$ cat src/design/gha_pkg.sv
// ----------------------------------------------------------------------------
// gha_pkg
// Shared widths, types and GF(2^128) helper functions for the GHASH block.
// ----------------------------------------------------------------------------
package gha_pkg;

  localparam int HALF_W      = 64;
  localparam int BLK_W       = 2 * HALF_W;
  localparam int PROD_W      = 2 * BLK_W - 1;
  localparam int NUM_BYTES   = BLK_W / 8;
  localparam int CNT_W       = 5;
  localparam int IN_FIELD_W  = BLK_W + CNT_W;
  localparam int IN_TDATA_W  = ((IN_FIELD_W + 7) / 8) * 8;
  localparam int OUT_TDATA_W = BLK_W;
  localparam int CFG_IDX_W   = 1;

  typedef enum logic [CFG_IDX_W-1:0] {
    CFG_KEY_HI = 1'b0,
    CFG_KEY_LO = 1'b1
  } cfg_reg_t;

  typedef struct packed {
    logic             valid;
    logic             restart;
    logic [BLK_W-1:0] blk;
  } item_t;

  // GCM numbers bit 0 of byte 0 as x^0: flip to plain polynomial order
  function automatic logic [BLK_W-1:0] gf_reflect(input logic [BLK_W-1:0] v);
    logic [BLK_W-1:0] r;
    for (int i = 0; i < BLK_W; i++) begin
      r[i] = v[BLK_W-1-i];
    end
    return r;
  endfunction

  function automatic logic [PROD_W-1:0] gf_clmul(input logic [BLK_W-1:0] a,
                                                 input logic [BLK_W-1:0] b);
    logic [PROD_W-1:0] c;
    logic              acc;
    for (int k = 0; k < PROD_W; k++) begin
      acc = 1'b0;
      for (int i = 0; i < BLK_W; i++) begin
        if ((k - i) >= 0 && (k - i) < BLK_W) begin
          acc = acc ^ (a[i] & b[7'(k - i)]);
        end
      end
      c[k] = acc;
    end
    return c;
  endfunction

  // reduce modulo x^128 + x^7 + x^2 + x + 1 in two folds
  function automatic logic [BLK_W-1:0] gf_reduce(input logic [PROD_W-1:0] c);
    logic [2*BLK_W-1:0] w;
    logic [2*BLK_W-1:0] h;
    logic [2*BLK_W-1:0] t;
    logic [BLK_W-1:0]   h2;
    logic [BLK_W-1:0]   t2;
    w  = {1'b0, c};
    h  = {{BLK_W{1'b0}}, w[2*BLK_W-1:BLK_W]};
    t  = h ^ (h << 1) ^ (h << 2) ^ (h << 7);
    h2 = t[2*BLK_W-1:BLK_W];
    t2 = h2 ^ (h2 << 1) ^ (h2 << 2) ^ (h2 << 7);
    return w[BLK_W-1:0] ^ t[BLK_W-1:0] ^ t2;
  endfunction

endpackage

$ cat src/design/gha_in_stage.sv
// ----------------------------------------------------------------------------
// gha_in_stage
// Input register: captures a block beat and zeroes bytes past the count.
// ----------------------------------------------------------------------------
module gha_in_stage (
  input  logic                           clk,
  input  logic                           rst_n,
  input  logic                           in_tvalid,
  output logic                           in_tready,
  // [63:0] block_hi, [127:64] block_lo, [132:128] valid_bytes, rest zero
  input  logic [gha_pkg::IN_TDATA_W-1:0] in_tdata,
  // [0] restart
  input  logic                           in_tuser,
  input  logic                           adv,
  output gha_pkg::item_t                 stage
);

  gha_pkg::item_t               stage_r;
  logic [gha_pkg::BLK_W-1:0]    blk_raw;
  logic [gha_pkg::BLK_W-1:0]    blk_masked;
  logic [gha_pkg::CNT_W-1:0]    cnt;
  logic                         accept;

  assign blk_raw = {in_tdata[gha_pkg::HALF_W-1:0],
                    in_tdata[gha_pkg::BLK_W-1:gha_pkg::HALF_W]};
  assign cnt     = in_tdata[gha_pkg::BLK_W +: gha_pkg::CNT_W];

  always_comb begin
    for (int k = 0; k < gha_pkg::NUM_BYTES; k++) begin
      blk_masked[gha_pkg::BLK_W-1-8*k -: 8] =
        (gha_pkg::CNT_W'(k) < cnt) ? blk_raw[gha_pkg::BLK_W-1-8*k -: 8] : 8'h00;
    end
  end

  assign in_tready = !stage_r.valid || adv;
  assign accept    = in_tvalid && in_tready;

  always_ff @(posedge clk) begin
    if (!rst_n) begin
      stage_r.valid <= 1'b0;
    end else if (accept) begin
      stage_r.valid   <= 1'b1;
      stage_r.restart <= in_tuser;
      stage_r.blk     <= blk_masked;
    end else if (adv) begin
      stage_r.valid <= 1'b0;
    end
  end

  assign stage = stage_r;

endmodule

$ cat config.mk
export PLATFORM = sky130hd
export DESIGN_NAME = gha_in_stage
export DESIGN_NICKNAME = d
export VERILOG_FILES = /design/src/design/gha_pkg.sv /design/src/design/gha_in_stage.sv
export SDC_FILE = /design/constraint.sdc
export NUM_CORES = 1
export LEC_CHECK = 0
export BUFFER_PORTS_ARGS = -buffer_cell sky130_fd_sc_hd__buf_4
export CAP_MARGIN = 30
export CORE_UTILIZATION = 29
export DETAILED_ROUTE_END_ITERATION = 6
export GPL_ROUTABILITY_DRIVEN = 0
export PLACE_DENSITY = 0.62
export SYNTH_ARGS = -nofsm -noshare
export SYNTH_HDL_FRONTEND = slang
export SYNTH_SLANG_ARGS = --single-unit
$ cat constraint.sdc
create_clock -name clk -period 4 [get_ports clk]
set_clock_uncertainty 0.05 [all_clocks]
set_input_delay 0.4 -clock clk [delete_from_list [all_inputs] [get_ports clk]]
set_output_delay 0.4 -clock clk [all_outputs]
set_load 0.01 [all_outputs]
==> out/summary.txt, run 1 <==
status: complete, no violations
yosys warns: 0
Via density: 4.344
flops & latches, synth: 130
fmax: 0.4937 GHz
WHS Endpoint: stage[128]
Pwr Density: 444.5 nW/µm²
cell chain of the critical path: nand2b_1, and3_4, buf_12
Leak: 3.228 nW
critical path required time: 4020 ps
remaining antenna violation count: 0
clk root buf: clkbuf_16
Cell variety after synth: 28
Antenna Cells: 0
fin. max-slew vios: 0
Syn Area/Cell: 17.24 µm²
slowest cell on the critical path: and3_4
hold_buf cts: 0
peak supply drop: 0.0002475 V
post_cts resized: 0
final hold viol count: 0
critical path's largest stage delay: 680 ps
RSZ-0062 raised after global routing: no
largest net degree at the start of global routing: 77
clk sink count: 130
first-pass detailed-route iteration total: 4
Synthesized Nets: 430
Crit Path Max Fanout: 76
Crit. End Element: register
initial antenna violation count: 0
core region area: 16700 µm²
hold depth: 1
Core Rows: 47
1st-iter DRT viols: 180
via count: 3475
IO Port Bufs: 268
later-pin clock latency in the skew report: 410 ps
# setup viols final: 0
worst reg-to-reg setup slack: 1970 ps
setup TNS: 0 ps
final worst-path setup slack: 1975 ps
met3 Resource Use GR: 5.822%
final period utilization: 50.64%
share of cells above drive strength 1: 52.07%
clock tree buffer depth: 2
HP Class: primary input to register
Num CTS Buffers: 17
worst hold start: in_tuser
worst slew pin tran: 808.8 ps
clock-pin slew on the worst setup and hold paths: 60 ps
final WL: 13010 µm
post-synthesis sequential area ratio: 78.13%
Worst R2R Start: stage[129]
Final nets: 708
Power Total: 3.473 mW
Crit Path Category: register to register
worst path bufs/invs: 1
DRC violations left: 0
Reg2Reg Depth: 3
gr usage total: 14.96%
crit start category: register
Syn Inst Count: 289
Die H: 133.1 µm
met1 usage: 17.18%
max cap viols: 0
Post-CTS Setup Bufs: 0
Reg-to-Reg End: stage[68]
CTS tree: built
GRT overflow: 0
first-pass GRT wire length: 19930 µm
vias in the first global route: 3609
crit path time final: 2025 ps
DIE AREA: 17710 µm²
max reg flops: 130
die width: 133.1 µm
Relative slew margins: 45.51%
Synth-to-Final Area Change: 56.79%
Max H-tree Level: 4
DP Worst Slack: 1793 ps
met2 Use GR: 25.28%
Avg WL per Cell: 16.26 µm
mapped cell area: 4984 µm²
Detailed Place HPWL: 9321 µm
Critical Path AT: 2040 ps
CP top delay family: simple AND/OR/NAND/NOR gates
Ports: 272
Top Usage Layer GRT: met2
Initial Utilization: 29.84%
[cell type report]
class / count / area, µm²
repair buffers: 269 / 2032
flip-flops and latches: 130 / 3894
inverters: 3 / 11.26
clock buffers: 20 / 436.7
fillers: 1542 / 8887
well taps: 220 / 275.3
clock inverters: 12 / 138.9
multi-input cells: 146 / 1026
[synth_stat cells]
cell       number  share of area [%]
and3_1         17                2.1
o211ai_1        1               0.15
buf_4           2               0.30
a311oi_2        1               0.30
a21oi_2         1               0.18
a21boi_0       32                4.8
nor3_2          1               0.20
nor2_1          1              0.075
buf_6           1               0.23
a41oi_1         1               0.18
or2_1           1               0.13
edfxtp_1      129                 78
a31oi_1         1               0.13
buf_2           4               0.40
a211o_1         1               0.18
dfxtp_1         1               0.40
nor2b_1        59                7.4
nor4_4          1               0.43
o21ai_0         2               0.20
and2_1         16                2.0
a21boi_1        1               0.15
clkbuf_1        3               0.23
inv_1           3               0.23
nand2b_1        1               0.13
or4_1           1               0.15
and2b_1         5               0.75
a2111oi_4       1               0.55
a211oi_2        1               0.25
[worst max-delay path by stage]
stage / from / depth (start not counted) / endpoint / slack (ps)
5_1_grt: stage[129] / 3 / stage[107] / 1830
6_report: stage[129] / 3 / stage[68] / 1970
4_1_cts: stage[129] / 3 / stage[107] / 1960
2_1_floorplan: adv / 2 / stage[0] / 1300
3_5_place_dp: adv / 4 / stage[104] / 1790
3_3_place_gp: adv / 4 / stage[65] / 1830
[routing by layer]
layer	up-vias	part of all wire (%)
met5	-	0
met4	0	1.7
met3	19	8.1
met2	173	50
met1	1649	40
li1	1634	-
[report_power, final]
part / internal, mW / total [mW] / switching [mW]
logic: 0.198 / 0.355 / 0.158
clock network: 0.971 / 1.52 / 0.548
registers: 1.58 / 1.60 / 0.0180
total: 2.75 / 3.47 / 0.723
[kinds of logic (layout without fill, tap and decap cells)]
family,count (synthesis),after routing,share of synthesized area [%]
buf+inv,13,304,1.381
simple gates,103,103,13.41
compound gates,43,43,7.080
flops,130,130,78.13
[metrics by stage]
step                util, %  instances  hold slack [ps]  area, µm²
floorplan                 -        289            448.9       4985
global placement      43.34        768            474.6       7238
detailed placement    43.34        768            509.6       7238
CTS                   46.79        800            95.70       7814
global route          46.79        800            90.20       7814
finish                46.79        800            109.6       7814
[layout by cell type, fill, tap and decap left out, types with 2 or more instances in the layout]
cell type and count:
clkinv_2 4, and2_1 16, buf_4 268, bufinv_16 3, and3_1 16, clkinv_1 3
clkbuf_1 3, a21boi_0 32, and2b_1 5, clkbuf_16 17, nor2b_1 59, o21ai_0 2
edfxtp_1 129, inv_1 3
Note: power is estimated with default switching activity, not from simulation.
==> run 2, diff against run 1 <==
Settings changed: PLACE_DENSITY 0.62 to 0.6.
Clock period 4 ns to 2 ns, I/O delays scaled along.
==> run 2 against run 1 <==
Global-route usage down 0.35 points. Critical path depth unchanged. Total power increased by 100%. Wire length fell by 0.56%. Setup slack got worse by 1500 ps. Die area unchanged. Fmax rose by 29%. Cell count rose by 1.1%. Worst hold slack worse by 86 ps. Non-clock buffer count increased by 9. Largest power group unchanged. Highest routed layer unchanged.
==> out/summary.txt, run 2 (synthesis gave the netlist of run 1 again) <==
Crit Path Category: register to register (unchanged)
Post-DP Area: 7296 µm² (was 7238 µm²)
Placed Cells: 774 (was 768)
Critical Path AT: 1590 ps (was 2040 ps)
DP Worst Slack: 349.6 ps (was 1793 ps)
CTS tree: built (unchanged)
Relative slew margins: 55.53% (was 45.51%)
clock tree buffer depth: 2 (unchanged)
sequential cell area: 3894 µm² (unchanged)
worst slew pin tran: 663.9 ps (was 808.8 ps)
area of the multi-input gates: 1026 µm² (unchanged)
Fin Hold WS: 23.69 ps (was 109.6 ps)
fin. max-slew vios: 0 (unchanged)
gr usage total: 14.61% (was 14.96%)
most frequent cells in the layout: buf_4, edfxtp_1, nor2b_1 (unchanged)
Leak: 3.265 nW (was 3.228 nW)
later-pin clock latency in the skew report: 410 ps (about the same)
Num CTS Buffers: 17 (unchanged)
Avg WL per Cell: 15.99 µm (was 16.26 µm)
first-pass detailed-route iteration total: 4 (unchanged)
# setup viols final: 0 (unchanged)
Final nets: 717 (was 708)
Ports: 272 (unchanged)
final WL: 12930 µm (was 13010 µm)
Core Rows: 47 (unchanged)
max cap viols: 0 (unchanged)
Detailed Place HPWL: 9499 µm (was 9321 µm)
vias in the first global route: 3696 (was 3609)
max reg flops: 130 (unchanged)
initial antenna violation count: 0 (unchanged)
die width: 133.1 µm (unchanged)
Antenna Cells: 0 (unchanged)
Post-CTS Setup Bufs: 0 (unchanged)
Power Total: 6.981 mW (was 3.473 mW)
DRC violations left: 0 (unchanged)
first-pass GRT wire length: 19490 µm (was 19930 µm)
Filler Cell Count: 1532 (was 1542)
crit path time final: 1572 ps (was 2025 ps)
critical path required time: 2020 ps (was 4020 ps)
commonest non-fill, non-tap cell in the layout: buf_4 (unchanged)
fmax: 0.6363 GHz (was 0.4937 GHz)
Via density: 4.373 (was 4.344)
Max H-tree Level: 4 (unchanged)
clock-pin slew on the worst setup and hold paths: 60 ps (about the same)
DIE AREA: 17710 µm² (unchanged)
clk sink count: 130 (unchanged)
status: complete, no violations (unchanged)
Crit Path Max Fanout: 62 (was 76)
IO Port Bufs: 268 (unchanged)
share of cells above drive strength 1: 52.46% (was 52.07%)
crit start category: register (unchanged)
final worst-path setup slack: 428.5 ps (was 1975 ps)
non-filler cells, final: 809 (was 800)
final period utilization: 78.58% (was 50.64%)
setup TNS: 0 ps (unchanged)
Synth-to-Final Area Change: 58.57% (was 56.79%)
1st-iter DRT viols: 139 (was 180)
Pwr Density: 883.4 nW/µm² (was 444.5 nW/µm²)
HP Class: primary input to register (unchanged)
via count: 3538 (was 3475)
largest net degree at the start of global routing: 63 (was 77)
clk root buf: clkbuf_16 (unchanged)
RSZ-0062 raised after global routing: no (unchanged)
Initial Utilization: 29.84% (unchanged)
core region area: 16700 µm² (unchanged)
fin area: 7903 µm² (was 7814 µm²)
Die H: 133.1 µm (unchanged)
remaining antenna violation count: 0 (unchanged)
peak supply drop: 0.0005224 V (was 0.0002475 V)
final hold viol count: 0 (unchanged)
GRT overflow: 0 (unchanged)
Crit. End Element: register (unchanged)
Final Util: 47.32% (was 46.79%)
## run 2: final cells by class
type | count | area share [%]
well taps | 220 | 3.483
flip-flops and latches | 130 | 49.27
clock buffers | 20 | 5.526
multi-input cells | 146 | 12.98
clock inverters | 12 | 1.773
inverters | 3 | 0.1425
repair buffers | 278 | 26.82
## run 2: critical path: stages (launching register included)
cell and delay [ps]:
dfxtp_1 310, nand2b_1 110, and3_4 380, buf_12 330
## run 2: final timing paths
check / startpoint / endpoint / slack, ps / cells past startpoint
max: stage[129] / stage[74] / 430 / 3
min: in_tdata[0] / stage[64] / 20 / 2
max reg2reg: stage[129] / stage[74] / 430 / 3
min reg2reg: stage[129] / stage[85] / 850 / 2
## run 2: metal layers
metal	global-route usage [%]	wire length [µm]
met1	16.32	4983
met2	24.61	6548
met3	6.469	1268
met4	5.429	132
met5	0	0
## run 2: what timing repair did
action                    in CTS  in global routing
hold endpoints to repair       2                  0
resized for setup              0                  0
hold buffers                   3                  0
## run 2: power breakdown
| group | internal [mW] | switching (mW) | leakage, nW |
|---|---|---|---|
| clock network | 1.94 | 1.12 | 0.275 |
| registers | 3.16 | 0.0358 | 1.22 |
| logic | 0.410 | 0.314 | 1.77 |
| total | 5.51 | 1.47 | 3.26 |
==> run 3, diff against run 2 <==
Settings changed: PLACE_DENSITY 0.6 to 0.62.
Clock period 2 ns to 1.3 ns, I/O delays scaled along.
==> run 3 against run 2 <==
Clock-buffer cell count increased by 1. First-iteration DRC count rose by 86%. Total power rose by 59%. Sequential share of layout area decreased by 6.9 points. Setup slack worse by 430 ps. Global-route usage up 2.2 points. Largest power group unchanged. Highest routed layer unchanged.
==> out/summary.txt, run 3 (synthesis gave the netlist of run 1 again) <==
commonest non-fill, non-tap cell in the layout: buf_4 (unchanged)
met2 wire length: 7751 µm (was 6548 µm)
Core Rows: 47 (unchanged)
initial antenna violation count: 0 (unchanged)
Net Switching: 2.318 mW (was 1.469 mW)
clk sink count: 130 (unchanged)
Clk pwr share: 42.2% (was 43.8%)
Leak: 3.860 nW (was 3.265 nW)
area of the multi-input gates: 1033 µm² (was 1026 µm²)
sequential cell area: 3895 µm² (was 3894 µm²)
met3 routed WL: 971 µm (was 1268 µm)
crit start category: register (unchanged)
fin. max-slew vios: 0 (unchanged)
cell chain of the critical path: nand2b_4, and3_4, buf_12, clkbuf_16 (was nand2b_1, and3_4, buf_12)
max cap viols: 0 (unchanged)
Detailed Place HPWL: 10310 µm (was 9499 µm)
Post-CTS Setup Bufs: 0 (unchanged)
gr usage total: 16.77% (was 14.61%)
Logic pwr share: 13.4% (was 10.4%)
first-pass GRT wire length: 22400 µm (was 19490 µm)
DRC violations left: 0 (unchanged)
later-pin clock latency in the skew report: 400 ps (was 410 ps)
Filler Cell Count: 1376 (was 1532)
Crit. End Element: register (unchanged)
internal power: 8.772 mW (was 5.512 mW)
Final nets: 844 (was 717)
Num CTS Buffers: 17 (unchanged)
WL met1: 5740 µm (was 4983 µm)
final period utilization: 99.80% (was 78.58%)
DP Worst Slack: -171.8 ps (was 349.6 ps)
die width: 133.1 µm (unchanged)
via count: 3989 (was 3538)
final WL: 14700 µm (was 12930 µm)
Crit Path Category: register to register (unchanged)
Max H-tree Level: 4 (unchanged)
core region area: 16700 µm² (unchanged)
Critical Path AT: 1360 ps (was 1590 ps)
Antenna Cells: 0 (unchanged)
Seq pwr share: 44.4% (was 45.8%)
final hold viol count: 0 (unchanged)
clock tree buffer depth: 2 (unchanged)
largest net degree at the start of global routing: 25 (was 63)
clock-pin slew on the worst setup and hold paths: 60 ps (about the same)
# setup viols final: 0 (unchanged)
Initial Utilization: 29.84% (unchanged)
critical path's largest stage delay: 340 ps (was 380 ps)
Pwr Density: 1206 nW/µm² (was 883.4 nW/µm²)
most frequent cells in the layout: buf_4, edfxtp_1, dlygate4sd3_1 (was buf_4, edfxtp_1, nor2b_1)
Top Metal Used: met4 (unchanged)
first-pass detailed-route iteration total: 4 (unchanged)
GRT overflow: 0 (unchanged)
worst slew pin tran: 581.0 ps (was 663.9 ps)
HP Class: primary input to register (unchanged)
share of cells above drive strength 1: 47.77% (was 52.46%)
peak supply drop: 0.0008122 V (was 0.0005224 V)
Die H: 133.1 µm (unchanged)
1st-iter DRT viols: 259 (was 139)
fmax: 0.7708 GHz (was 0.6363 GHz)
CTS tree: built (unchanged)
Relative slew margins: 61.27% (was 55.53%)
vias in the first global route: 4338 (was 3696)
IO Port Bufs: 268 (unchanged)
DIE AREA: 17710 µm² (unchanged)
remaining antenna violation count: 0 (unchanged)
Avg WL per Cell: 15.70 µm (was 15.99 µm)
Via density: 4.262 (was 4.373)
clk root buf: clkbuf_16 (unchanged)
slowest cell on the critical path: dfxtp_2 (was and3_4)
Ports: 272 (unchanged)
Crit Path Max Fanout: 12 (was 62)
crit path time final: 1297 ps (was 1572 ps)
critical path required time: 1370 ps (was 2020 ps)
max reg flops: 130 (unchanged)
status: complete, no violations (unchanged)
RSZ-0062 raised after global routing: yes (was no)
final worst-path setup slack: 2.655 ps (was 428.5 ps)
Synth-to-Final Area Change: 84.48% (was 58.57%)
net switching share of the total power: 20.90% (was 21.04%)
setup TNS: 0 ps (unchanged)
-- run 3: repair_timing --
action,4_1_cts,5_1_grt
gates resized for setup,0,2
hold buffers,99,0
hold endpoints to repair,98,0
setup endpoints to repair,0,68
-- run 3: metal layers --
| metal | vias to the layer above | global-route usage (%) |
|---|---|---|
| met5 | - | 0 |
| met2 | 159 | 30.25 |
| met3 | 20 | 5.365 |
| met1 | 1908 | 18.33 |
| met4 | 0 | 6.250 |
| li1 | 1902 | - |
-- run 3: final timing paths --
kind              slack, ps         start         end  cells after the start
setup / recovery          3    stage[129]   stage[99]                      4
hold / removal           10  in_tdata[64]    stage[0]                      2
setup reg to reg          3    stage[129]   stage[99]                      4
hold reg to reg         850    stage[129]  stage[104]                      3
-- run 3: area by class of cell --
cell class | instances | share of cell area, %
clock buffer | 21 | 4.790
clock inverter | 11 | 1.497
inverter | 3 | 0.1225
multi-input combinational | 146 | 11.24
sequential | 130 | 42.37
tap | 220 | 2.994
timing repair buffer | 405 | 36.99
-- run 3: through the flow --
| stage | hold slack, ps | std cells | util [%] | power [mW] | instance area [µm²] |
|---|---|---|---|---|---|
| 2_1_floorplan | 178.9 | 289 | - | 5.417 | 4997 |
| 3_3_place_gp | 260.1 | 804 | 45.46 | 6.208 | 7592 |
| 3_5_place_dp | 260.9 | 804 | 45.46 | 6.240 | 7592 |
| 4_1_cts | 2.933 | 935 | 54.85 | 11.19 | 9161 |
| 5_1_grt | 0.4626 | 936 | 55.05 | 11.50 | 9194 |
| 6_report | 14.24 | 936 | 55.05 | 11.09 | 9194 |
-- run 3: critical path, delay by kind of cell (launching register included) --
kind	cells	cell delay [ps]
simple gates	2	280
flops	1	340
buf+inv	2	330
-- run 3: power by group through the flow --
stage | registers [mW] | logic (mW) | clock network (mW)
after floorplan | 5.11 | 0.308 | 0
after global placement | 5.00 | 1.21 | 0
after detailed placement | 5.01 | 1.23 | 0
after CTS | 4.93 | 1.48 | 4.79
after global routing | 4.94 | 1.60 | 4.96
final | 4.92 | 1.49 | 4.68
